## src/rtl/pec_pkg.sv

```systemverilog
// shared types and constants for the postfix expression evaluator
package pec_pkg;

  localparam int WORD_W = 32;

  localparam logic [7:0] CH_ZERO  = 8'h30;
  localparam logic [7:0] CH_NINE  = 8'h39;
  localparam logic [7:0] CH_PLUS  = 8'h2b;
  localparam logic [7:0] CH_MINUS = 8'h2d;
  localparam logic [7:0] CH_MUL   = 8'h2a;
  localparam logic [7:0] CH_DIV   = 8'h2f;

  localparam logic [WORD_W-1:0] EMPTY_VAL = '1;

  typedef enum logic [1:0] {
    ERR_NONE  = 2'd0,
    ERR_UNDER = 2'd1,
    ERR_OVER  = 2'd2,
    ERR_DIVZ  = 2'd3
  } err_t;

  typedef enum logic [1:0] {
    CELL_HOLD,
    CELL_LOAD_UP,
    CELL_LOAD_DN1,
    CELL_LOAD_DN2
  } cell_op_t;

  typedef struct packed {
    logic              start;
    logic [WORD_W-1:0] dividend;
    logic [WORD_W-1:0] divisor;
  } div_req_t;

endpackage

```

## src/rtl/pec_cell.sv

```systemverilog
// one stack cell: holds an entry and moves it to or from its neighbours
module pec_cell (
  input  logic                      clk,
  input  pec_pkg::cell_op_t         op,
  input  logic [pec_pkg::WORD_W-1:0] from_up,
  input  logic [pec_pkg::WORD_W-1:0] from_dn1,
  input  logic [pec_pkg::WORD_W-1:0] from_dn2,
  output logic [pec_pkg::WORD_W-1:0] val
);
  import pec_pkg::*;

  logic [WORD_W-1:0] val_r;
  logic [WORD_W-1:0] val_nxt;

  always_comb begin
    case (op)
      CELL_HOLD:     val_nxt = val_r;
      CELL_LOAD_UP:  val_nxt = from_up;
      CELL_LOAD_DN1: val_nxt = from_dn1;
      CELL_LOAD_DN2: val_nxt = from_dn2;
      default:       val_nxt = val_r;
    endcase
  end

  always_ff @(posedge clk) begin
    val_r <= val_nxt;
  end

  assign val = val_r;

endmodule

```

## src/rtl/pec_div.sv

```systemverilog
// iterative radix-2 signed divider, truncating toward zero
module pec_div (
  input  logic                       clk,
  input  logic                       rst_n,
  input  pec_pkg::div_req_t          req,
  output logic                       done,
  output logic [pec_pkg::WORD_W-1:0] quotient
);
  import pec_pkg::*;

  localparam int CNT_W = $clog2(WORD_W);

  logic              busy_r;
  logic              done_r;
  logic [CNT_W-1:0]  cnt_r;
  logic [WORD_W-1:0] rem_r;
  logic [WORD_W-1:0] quo_r;
  logic [WORD_W-1:0] den_r;
  logic              neg_r;

  logic [WORD_W:0]   trial;
  logic [WORD_W-1:0] abs_a;
  logic [WORD_W-1:0] abs_b;

  assign abs_a = req.dividend[WORD_W-1] ? -req.dividend : req.dividend;
  assign abs_b = req.divisor[WORD_W-1]  ? -req.divisor  : req.divisor;
  assign trial = {rem_r, quo_r[WORD_W-1]} - {1'b0, den_r};

  always_ff @(posedge clk) begin
    if (!rst_n) begin
      busy_r <= 1'b0;
      done_r <= 1'b0;
    end else begin
      done_r <= 1'b0;
      if (req.start) begin
        busy_r <= 1'b1;
        cnt_r  <= '0;
        rem_r  <= '0;
        quo_r  <= abs_a;
        den_r  <= abs_b;
        neg_r  <= req.dividend[WORD_W-1] ^ req.divisor[WORD_W-1];
      end else if (busy_r) begin
        if (!trial[WORD_W]) begin
          rem_r <= trial[WORD_W-1:0];
        end else begin
          rem_r <= {rem_r[WORD_W-2:0], quo_r[WORD_W-1]};
        end
        quo_r <= {quo_r[WORD_W-2:0], ~trial[WORD_W]};
        cnt_r <= cnt_r + 1'b1;
        if (cnt_r == CNT_W'(WORD_W - 1)) begin
          busy_r <= 1'b0;
          done_r <= 1'b1;
        end
      end
    end
  end

  assign done     = done_r;
  assign quotient = neg_r ? -quo_r : quo_r;

endmodule

```

## src/rtl/postfix_expression_evaluator.sv

```systemverilog
// top level of the postfix expression evaluator
// Evaluates a postfix expression fed one ASCII byte per input word on
// in_ch, with in_last marking the final byte. Digits push 0..9; + - * /
// pop two operands and push the result; any other byte pops two and
// pushes nothing. An empty stack pops as -1 and flags underflow.
// One result word (out_value, out_status) follows each expression.
// Every byte is handled in S_IDLE but / with a non-zero divisor, which
// waits in S_DIV for the 32 steps of the radix-2 divider and then writes
// the quotient back; a byte with in_last goes through S_FIN to load
// the output register. in_ready is high whenever no byte is in work. The
// stack is a chain of STACK_DEPTH cells that shift by at most two places
// per byte. Reset clears the entry count, the status and out_valid, not
// the output value and status; the stack cells need no reset. When the
// receiver stalls, the result stays in the output register and bytes
// keep being taken; only a further last byte waits for it to drain.
module postfix_expression_evaluator #(
  parameter int STACK_DEPTH = 16
) (
  input  logic                       clk,
  input  logic                       rst_n,
  input  logic                       in_valid,
  output logic                       in_ready,
  input  logic [7:0]                 in_ch,
  input  logic                       in_last,
  output logic                       out_valid,
  input  logic                       out_ready,
  output logic signed [31:0]         out_value,
  output logic [1:0]                 out_status
);
  import pec_pkg::*;

  localparam int CW = $clog2(STACK_DEPTH + 1);

  typedef enum logic [1:0] {
    S_IDLE,
    S_DIV,
    S_FIN
  } state_t;

  state_t            state_r, state_nxt;
  logic [CW-1:0]     count_r, count_nxt;
  err_t              err_r, err_nxt;
  logic              last_r, last_nxt;
  logic              out_valid_r, out_valid_nxt;
  logic [WORD_W-1:0] out_value_r, out_value_nxt;
  logic [1:0]        out_status_r, out_status_nxt;

  logic [WORD_W-1:0] cell_val [STACK_DEPTH];
  cell_op_t          cell_op  [STACK_DEPTH];
  cell_op_t          chain_op;
  cell_op_t          top_op;
  logic [WORD_W-1:0] push_val;

  div_req_t          div_req;
  logic              div_done;
  logic [WORD_W-1:0] div_q;

  logic              accept;
  logic              is_digit;
  logic              full;
  logic              under;
  logic [WORD_W-1:0] rhs, lhs;
  logic [CW-1:0]     cnt_pop;
  err_t              new_err;

  assign accept   = in_valid && (state_r == S_IDLE);
  assign is_digit = (in_ch >= CH_ZERO) && (in_ch <= CH_NINE);
  assign full     = (count_r == CW'(STACK_DEPTH));
  assign under    = (count_r < CW'(2));
  assign rhs      = (count_r >= CW'(1)) ? cell_val[0] : EMPTY_VAL;
  assign lhs      = (count_r >= CW'(2)) ? cell_val[1] : EMPTY_VAL;
  assign cnt_pop  = under ? '0 : count_r - CW'(2);

  always_comb begin
    state_nxt      = state_r;
    count_nxt      = count_r;
    err_nxt        = err_r;
    last_nxt       = last_r;
    out_valid_nxt  = out_valid_r;
    out_value_nxt  = out_value_r;
    out_status_nxt = out_status_r;
    chain_op       = CELL_HOLD;
    top_op         = CELL_HOLD;
    push_val       = '0;
    new_err        = ERR_NONE;
    div_req.start    = 1'b0;
    div_req.dividend = lhs;
    div_req.divisor  = rhs;

    if (out_valid_r && out_ready) begin
      out_valid_nxt = 1'b0;
    end

    case (state_r)
      S_IDLE: begin
        if (accept) begin
          last_nxt  = in_last;
          state_nxt = in_last ? S_FIN : S_IDLE;
          if (is_digit) begin
            if (full) begin
              new_err = ERR_OVER;
            end else begin
              push_val  = WORD_W'(in_ch - CH_ZERO);
              chain_op  = CELL_LOAD_UP;
              top_op    = CELL_LOAD_UP;
              count_nxt = count_r + CW'(1);
            end
          end else begin
            if (under) begin
              new_err = ERR_UNDER;
            end
            if (in_ch == CH_PLUS || in_ch == CH_MINUS || in_ch == CH_MUL ||
                (in_ch == CH_DIV && rhs == '0)) begin
              chain_op  = CELL_LOAD_DN1;
              top_op    = CELL_LOAD_UP;
              count_nxt = cnt_pop + CW'(1);
              if (in_ch == CH_PLUS) begin
                push_val = lhs + rhs;
              end else if (in_ch == CH_MINUS) begin
                push_val = lhs - rhs;
              end else if (in_ch == CH_MUL) begin
                push_val = WORD_W'(lhs * rhs);
              end else begin
                push_val = '0;
                if (!under) begin
                  new_err = ERR_DIVZ;
                end
              end
            end else begin
              chain_op  = CELL_LOAD_DN2;
              top_op    = CELL_LOAD_DN2;
              count_nxt = cnt_pop;
              if (in_ch == CH_DIV) begin
                div_req.start = 1'b1;
                state_nxt     = S_DIV;
              end
            end
          end
          if (err_r == ERR_NONE) begin
            err_nxt = new_err;
          end
        end
      end
      S_DIV: begin
        if (div_done) begin
          push_val  = div_q;
          chain_op  = CELL_LOAD_UP;
          top_op    = CELL_LOAD_UP;
          count_nxt = count_r + CW'(1);
          state_nxt = last_r ? S_FIN : S_IDLE;
        end
      end
      S_FIN: begin
        if (!out_valid_r || out_ready) begin
          out_valid_nxt = 1'b1;
          out_value_nxt = (count_r == '0) ? EMPTY_VAL : cell_val[0];
          if (err_r != ERR_NONE) begin
            out_status_nxt = err_r;
          end else if (count_r == '0) begin
            out_status_nxt = ERR_UNDER;
          end else begin
            out_status_nxt = ERR_NONE;
          end
          count_nxt = '0;
          err_nxt   = ERR_NONE;
          state_nxt = S_IDLE;
        end
      end
      default: begin
        state_nxt = S_IDLE;
      end
    endcase
  end

  always_ff @(posedge clk) begin
    if (!rst_n) begin
      state_r     <= S_IDLE;
      count_r     <= '0;
      err_r       <= ERR_NONE;
      last_r      <= 1'b0;
      out_valid_r <= 1'b0;
    end else begin
      state_r     <= state_nxt;
      count_r     <= count_nxt;
      err_r       <= err_nxt;
      last_r      <= last_nxt;
      out_valid_r <= out_valid_nxt;
    end
    out_value_r  <= out_value_nxt;
    out_status_r <= out_status_nxt;
  end

  // stack cells, top of stack in cell 0
  for (genvar i = 0; i < STACK_DEPTH; i++) begin : g_cell
    logic [WORD_W-1:0] up_w, dn1_w, dn2_w;

    if (i == 0) begin : g_top
      assign up_w        = push_val;
      assign cell_op[i]  = top_op;
    end else begin : g_mid
      assign up_w        = cell_val[i-1];
      assign cell_op[i]  = chain_op;
    end

    if (i + 1 < STACK_DEPTH) begin : g_dn1
      assign dn1_w = cell_val[i+1];
    end else begin : g_dn1_end
      assign dn1_w = '0;
    end

    if (i + 2 < STACK_DEPTH) begin : g_dn2
      assign dn2_w = cell_val[i+2];
    end else begin : g_dn2_end
      assign dn2_w = '0;
    end

    pec_cell u_cell (
      .clk      (clk),
      .op       (cell_op[i]),
      .from_up  (up_w),
      .from_dn1 (dn1_w),
      .from_dn2 (dn2_w),
      .val      (cell_val[i])
    );
  end

  pec_div u_div (
    .clk      (clk),
    .rst_n    (rst_n),
    .req      (div_req),
    .done     (div_done),
    .quotient (div_q)
  );

  assign in_ready   = (state_r == S_IDLE);
  assign out_valid  = out_valid_r;
  assign out_value  = $signed(out_value_r);
  assign out_status = out_status_r;

endmodule

```

## config.mk

```make
export PLATFORM = sky130hd
export DESIGN_NAME = postfix_expression_evaluator
export DESIGN_NICKNAME = d
export VERILOG_FILES = /design/src/rtl/pec_pkg.sv /design/src/rtl/pec_cell.sv /design/src/rtl/pec_div.sv /design/src/rtl/postfix_expression_evaluator.sv
export SDC_FILE = /design/constraint.sdc
export NUM_CORES = 2
export LEC_CHECK = 0
export CAP_MARGIN = 20
export CORE_ASPECT_RATIO = 1.1
export CORE_MARGIN = 8
export CORE_UTILIZATION = 55
export CTS_CLUSTER_DIAMETER = 60
export DETAILED_ROUTE_END_ITERATION = 10
export DONT_BUFFER_PORTS = 1
export HOLD_SLACK_MARGIN = 0.1
export MAX_ROUTING_LAYER = met4
export PLACE_DENSITY = 0.79
export SYNTH_ARGS = -nofsm -noshare
export SYNTH_HDL_FRONTEND = slang
export SYNTH_SLANG_ARGS = --single-unit
```

## constraint.sdc

```tcl
create_clock -name clk -period 45.4 [get_ports clk]
set_input_delay 2.27 -clock clk [delete_from_list [all_inputs] [get_ports clk]]
set_output_delay 2.27 -clock clk [all_outputs]
set_load 0.1 [all_outputs]
```

-- Yosys cells after proc, flatten, opt, wreduce, memory -nomap -nowiden
Cells that the tools add are included.
- bits in registers: 661
- bits in latches: 0
- bits in writable memories: 0
- ROM bits: 0
- input port bits: 13
- output and inout bits: 36
- logic and storage cells: 186
- memories: 0
- $add $sub $neg: 11
- $mul: 1
- divide/modulo/power cells: 0
- order comparisons: 5
- equality and inequality tests: 19
- shifts and indexed selects: 0
- multiplexer cells: 87
- bitwise gates (word level): 4
- reductions and logical operators: 28
- operators by type and width (cell ; number):
    $pmux 32 s3 ; 15
    $mux 32 ; 16
    $pmux 32 s2 ; 2
    $neg 32->32 ; 3
    $mux 2 ; 23
    $mux 5 ; 8
    $sub 33x32->33 ; 1
    $add 32x32->32 ; 1
    $eq 8x6->1 const B ; 4
    $logic_not 32->1 ; 1
    $mul 32x32->32 ; 1
    $sub 32x32->32 ; 1
    $mux 31 ; 1
    $mux 1 ; 17
    $add 5x1->5 const B ; 3
    $pmux 5 s3 ; 1
    $pmux 2 s2 ; 3
    $eq 2x2->1 const B ; 5
    $eq 5x5->1 const B ; 2
    $sub 8x6->9 const B ; 1
    $ge 8x6->1 const B ; 1
    $le 8x6->1 const B ; 1
    $logic_not 2->1 ; 4
    $reduce_and 2->1 ; 4
    22 further kinds ; 36

-- Longest topological paths before layout
- depth after elaboration: 12
- mapped depth: 36
- depth with buffers taken out: 33

-- Cells and area by module
Synthesis repeated with hierarchy kept, for this count alone.
- cells, all modules: 5782
- area, all modules: 56734.4 sq um
- modules (own cells, without submodules) (module ; times used ; cells an instance ; area each (sq um) ; seq. area each (sq um)):
    pec_cell ; 16 ; 140 ; 1672.9 ; 960.9
    postfix_expression_evaluator ; 1 ; 2707 ; 22094.9 ; 1241.2
    pec_div ; 1 ; 835 ; 7873.8 ; 3103.0

-- Worst setup path before layout
OpenSTA, ideal clock, no wires.
- path type: input to register
- start: input in_ch[4]
- end: register g_cell[10].u_cell.val_r[0], enable pin
- library setup time: 1.988 ns
- arrival time: 36.619 ns
- required time: 43.412 ns
- slack: 6.793 ns
- stages on the path: 9
- buffers on the path: 1
- path through: ha_1 nor4b_1 a21oi_1 nor2_1 a31oi_1 or3_1 buf_2 nor2_1 o21ai_0
- cells in the longest elaborated chain, start to end: 9
- elaborated cells on any way between the ends: 16
- classes of those cells: order compare (2); eq/ne (4); mux (4); reduce/logical (6)
- ends and longest elaborated chain (what ; RTL line ; source):
    from (decl) ; postfix_expression_evaluator.sv:23 ; input logic [7:0] in_ch,
    parallel branches: the longest is 5 deep, another holds $ge 8x6->1 ; -- ;
    $mux 2 * ; postfix_expression_evaluator.sv:99 ; if (is_digit) begin
    $mux 2 * ; postfix_expression_evaluator.sv:96 ; if (accept) begin
    $pmux 2 s2 * ; postfix_expression_evaluator.sv:94 ; case (state_r)
    $logic_not 2->1 * ; pec_cell.sv:16 ; case (op)
    to (signal assigned) ; pec_cell.sv:26 ; val_r <= val_nxt;
    to (decl) ; pec_cell.sv:12 ; logic [WORD_W-1:0] val_r;
Mark *: on every way between the ends.
A chain may end at the register's enable or synchronous reset.

-- Worst setup path after layout
- start: register count_r[2]
- end: register g_cell[0].u_cell.val_r[28] (data pin)
- cells in the longest elaborated chain, start to end: 11
- elaborated cells on any way between the ends: 28
- classes of those cells: add/sub (2); mul (1); order compare (2); eq/ne (4); mux (16); reduce/logical (3)
- ends and longest elaborated chain (what ; RTL line ; source):
    from (decl) ; postfix_expression_evaluator.sv:41 ; logic [CW-1:0] count_r, count_nxt;
    from (signal assigned) ; postfix_expression_evaluator.sv:184 ; count_r <= count_nxt;
    $ge 5x2->1 / $ge 5x1->1 (equally long branches) ; postfix_expression_evaluator.sv:71, postfix_expression_evaluator.sv:70 ;
    $mux 32 (on tied branches) ; postfix_expression_evaluator.sv:71, postfix_expression_evaluator.sv:70 ;
    $mul 32x32->32 / $logic_not 32->1 (equally long branches) ; postfix_expression_evaluator.sv:122, postfix_expression_evaluator.sv:113 ;
    $mux 32 / $logic_and 1x1->1 (equally long branches) ; postfix_expression_evaluator.sv:121, postfix_expression_evaluator.sv:113 ;
    $mux 32 / $logic_or 1x1->1 (equally long branches) ; postfix_expression_evaluator.sv:119, postfix_expression_evaluator.sv:112 ;
    $mux 32 / $mux 2 (equally long branches) ; postfix_expression_evaluator.sv:117, postfix_expression_evaluator.sv:112 ;
    $mux 32 / $mux 2 (equally long branches) ; postfix_expression_evaluator.sv:112, postfix_expression_evaluator.sv:99 ;
    $mux 32 / $mux 2 (equally long branches) ; postfix_expression_evaluator.sv:99, postfix_expression_evaluator.sv:96 ;
    $mux 32 / $pmux 2 s2 (equally long branches) ; postfix_expression_evaluator.sv:96, postfix_expression_evaluator.sv:94 ;
    $pmux 32 s2 (tied with other cells) ; postfix_expression_evaluator.sv:94 ;
    $pmux 32 s3 * ; pec_cell.sv:16 ;
    via g_cell[0].u_cell.val_nxt[28] ; pec_cell.sv:13 ; logic [WORD_W-1:0] val_nxt;
    to (signal assigned) ; pec_cell.sv:26 ;
    to (decl) ; pec_cell.sv:12 ;
The timed path passes the listed nets; every way through them passes the cells marked *.

==> impl_metrics.py <==
metrics = {
    "run_status": {
        "status": "finished, final reports clean",
    },
    "setup_path": {
        "critPathLaunchType": "register",
        "setup.worst_path.class": "reg2reg",
        "worstPathRequired_ps": 45880,
        "worst_ep_arrival_time_ps": 11630,
        "slowest_delay_ps": 750,
        "cp_max_fo": 47,
        "end_kind": "register",
        "cp_common_cell": "fa_1",
        "slowest_stage": "nand2b_1",
    },
    "global_routing": {
        "grt_max_degree": 302,
        "use_met2": 0.459,
        "overflow": 0,
        "met3_usage": 0.0786,
        "grt_most_used_layer": "met2",
        "antenna_found_initial": 25,
        "met1_usage": 0.408,
        "grt_pass1_vias": 43400,
        "grt_pass1_wl_um": 264000,
        "track_usage": 0.323,
    },
    "sta": {
        "setup_viol": 0,
        "max_freq_mhz": 89.7,
        "hold_viol_final": 0,
        "rsz0062_at_grt": "no",
        "tightestPinTransition_ps": 1220,
        "relSlewSlack": 0.187,
        "fin_crit_ps": 11150,
        "slew_viol_final": 0,
        "fin_skew_ps": 37.1,
        "setup_ws_ps": 34250,
        "fin_crit_sh": 0.246,
        "setup_tns_ps": 0,
    },
    "synth": {
        "synth_top_flop_cell": "edfxtp_1",
        "synth_cell_types": 101,
        "synth-warning-count": 0,
        "yosysSeqAreaShare": 0.363,
        "syn_nets": 6749,
        "syn-instance-count": 6088,
        "synth-edff-count": 648,
        "synth_seq_cells": 661,
        "avgSynthCellArea_sq_um": 8.92,
        "syn_area_sq_um": 54300,
        "synthArstFlopShare": 0,
    },
    "detailed_routing": {
        "drt_wl_total_um": 176000,
        "vias": 45100,
        "drt.antenna.violating_nets": 0,
        "drc": 0,
        "vias_per_cell": 6.21,
        "first_iter_violations": 5971,
        "drtPass1Iterations": 6,
        "wl_per_cell_um": 24.2,
    },
    "flow_run": {
        "cap_violations": 0,
    },
    "placed_design": {
        "preCtsSetupSlack_ps": 34390,
        "placed_cells": 7107,
        "place_hpwl_um": 125000,
        "place.gp.congestion": 1.10,
        "port_buffers": 0,
    },
    "cts": {
        "cts_buffers": 77,
        "cts_num_sinks": 661,
        "insertion_delay_ps": 670,
        "h-tree-depth": 3,
        "cts_hold_buf": 0,
        "clkTransAtPathRegs_ps": 70,
        "postCtsSetupBuffers": 0,
        "root_buffer": "clkbuf_16",
        "cts_resized": 0,
        "cts_tree": "yes",
        "cts_max_path_buffers": 3,
    },
    "cells_and_area": {
        "drive_above_1_share": 0.0545,
        "final_cell_mix": "nand2_1, nor2_1, edfxtp_1",
        "syn_to_final_growth_pct": 6.49,
        "stdcell_count": 7271,
        "regArea_sq_um": 19700,
        "final_net_count": 6561,
        "multi_input_area_sq_um": 31100,
        "utilization": 0.588,
        "fillCellCount": 8474,
        "final_common_cell": "nand2_1",
    },
    "floorplan": {
        "die_w_um": 316,
        "core_sq_um": 98400,
        "dieArea_sq_um": 109000,
        "fp.dieH_um": 346,
        "boundaryPins": 49,
        "rows": 121,
        "start_util": 0.552,
    },
    "worst_hold_path": {
        "hp-class": "reg2reg",
    },
}
-- cell usage after synthesis (all sizes together), types with 118 or more instances --
| master | n | area [sq um] |
|---|---|---|
| a21oi | 218 | 1120 |
| a31oi | 451 | 2860 |
| fa | 411 | 8230 |
| o21ai | 186 | 931 |
| inv | 522 | 1960 |
| clkbuf | 253 | 951 |
| nand2 | 1240 | 4650 |
| buf | 118 | 603 |
| edfxtp | 648 | 19500 |
| xnor2 | 150 | 1310 |
| ha | 237 | 2970 |
| nor2 | 908 | 3430 |
-- state kept, by name, indices dropped and copies added, names as in the netlist --
| signal | cells |
|---|---|
| out_status | 2 |
| u_div.busy_r | 1 |
| u_div.den_r | 32 |
| out_value | 32 |
| u_div.done | 1 |
| last_r | 1 |
| u_div.quo_r | 32 |
| err_r | 2 |
| state_r | 2 |
| g_cell.u_cell.val | 512 |
| out_valid | 1 |
| u_div.rem_r | 32 |
| u_div.cnt_r | 5 |
| u_div.neg_r | 1 |
| count_r | 5 |
-- area by class of cell --
| class | count | share of cell area |
|---|---|---|
| multi-input cells | 4520 | 0.538 |
| flip-flops and latches | 661 | 0.341 |
| inverters | 536 | 0.0348 |
| clock buffers | 91 | 0.0342 |
| well taps | 1291 | 0.0279 |
| repair buffers | 104 | 0.0164 |
| clock inverters | 46 | 0.00653 |
| diodes | 22 | 0.000952 |
-- routing by layer --
layer	vias up	part of all wire
li1	20200	-
met1	21700	0.39
met2	2508	0.43
met3	682	0.10
met4	0	0.083
met5	-	0
-- through the flow --
step | hold WS, ps | instance area (sq um)
6_report | 466 | 57800
3_3_place_gp | 454 | 55300
3_5_place_dp | 461 | 55300
2_1_floorplan | 443 | 54300
4_1_cts | 469 | 57700
5_1_grt | 492 | 57800
-- path summary, 6_finish.rpt --
kind,start,to,slack (ps),cells after the start
min reg2reg,last_r,last_r,470,2
max,count_r[2],g_cell[0].u_cell.val[28],34250,32
min,last_r,last_r,470,2
max reg2reg,count_r[2],g_cell[0].u_cell.val[28],34250,32
-- critical path: cells and delay by family, from the launching register on --
kind	cells	cell delay (ps)
buffers and inverters	7	1660
DFF	1	390
AOI/OAI and AO/OA	7	1440
and+or+nand+nor	7	2380
adders and majority gates	10	4420
xor gates and xnor gates	1	630
-- logic make-up (layout without fill, tap and decap cells) --
| group | after synthesis | in the layout | synth area share |
|---|---|---|---|
| buffers and inverters | 907 | 777 | 0.0657 |
| muxes | 33 | 33 | 0.00611 |
| and+or+nand+nor | 2485 | 2485 | 0.189 |
| other | 0 | 22 | 0 |
| DFF | 661 | 661 | 0.363 |
| AOI/OAI and AO/OA | 1142 | 1142 | 0.134 |
| adders and majority gates | 648 | 648 | 0.206 |
| xor gates and xnor gates | 212 | 212 | 0.0362 |
Power is left out: the tool's default activity adds up to more than one toggle a clock period on the data nets, which glitch-free logic cannot reach.
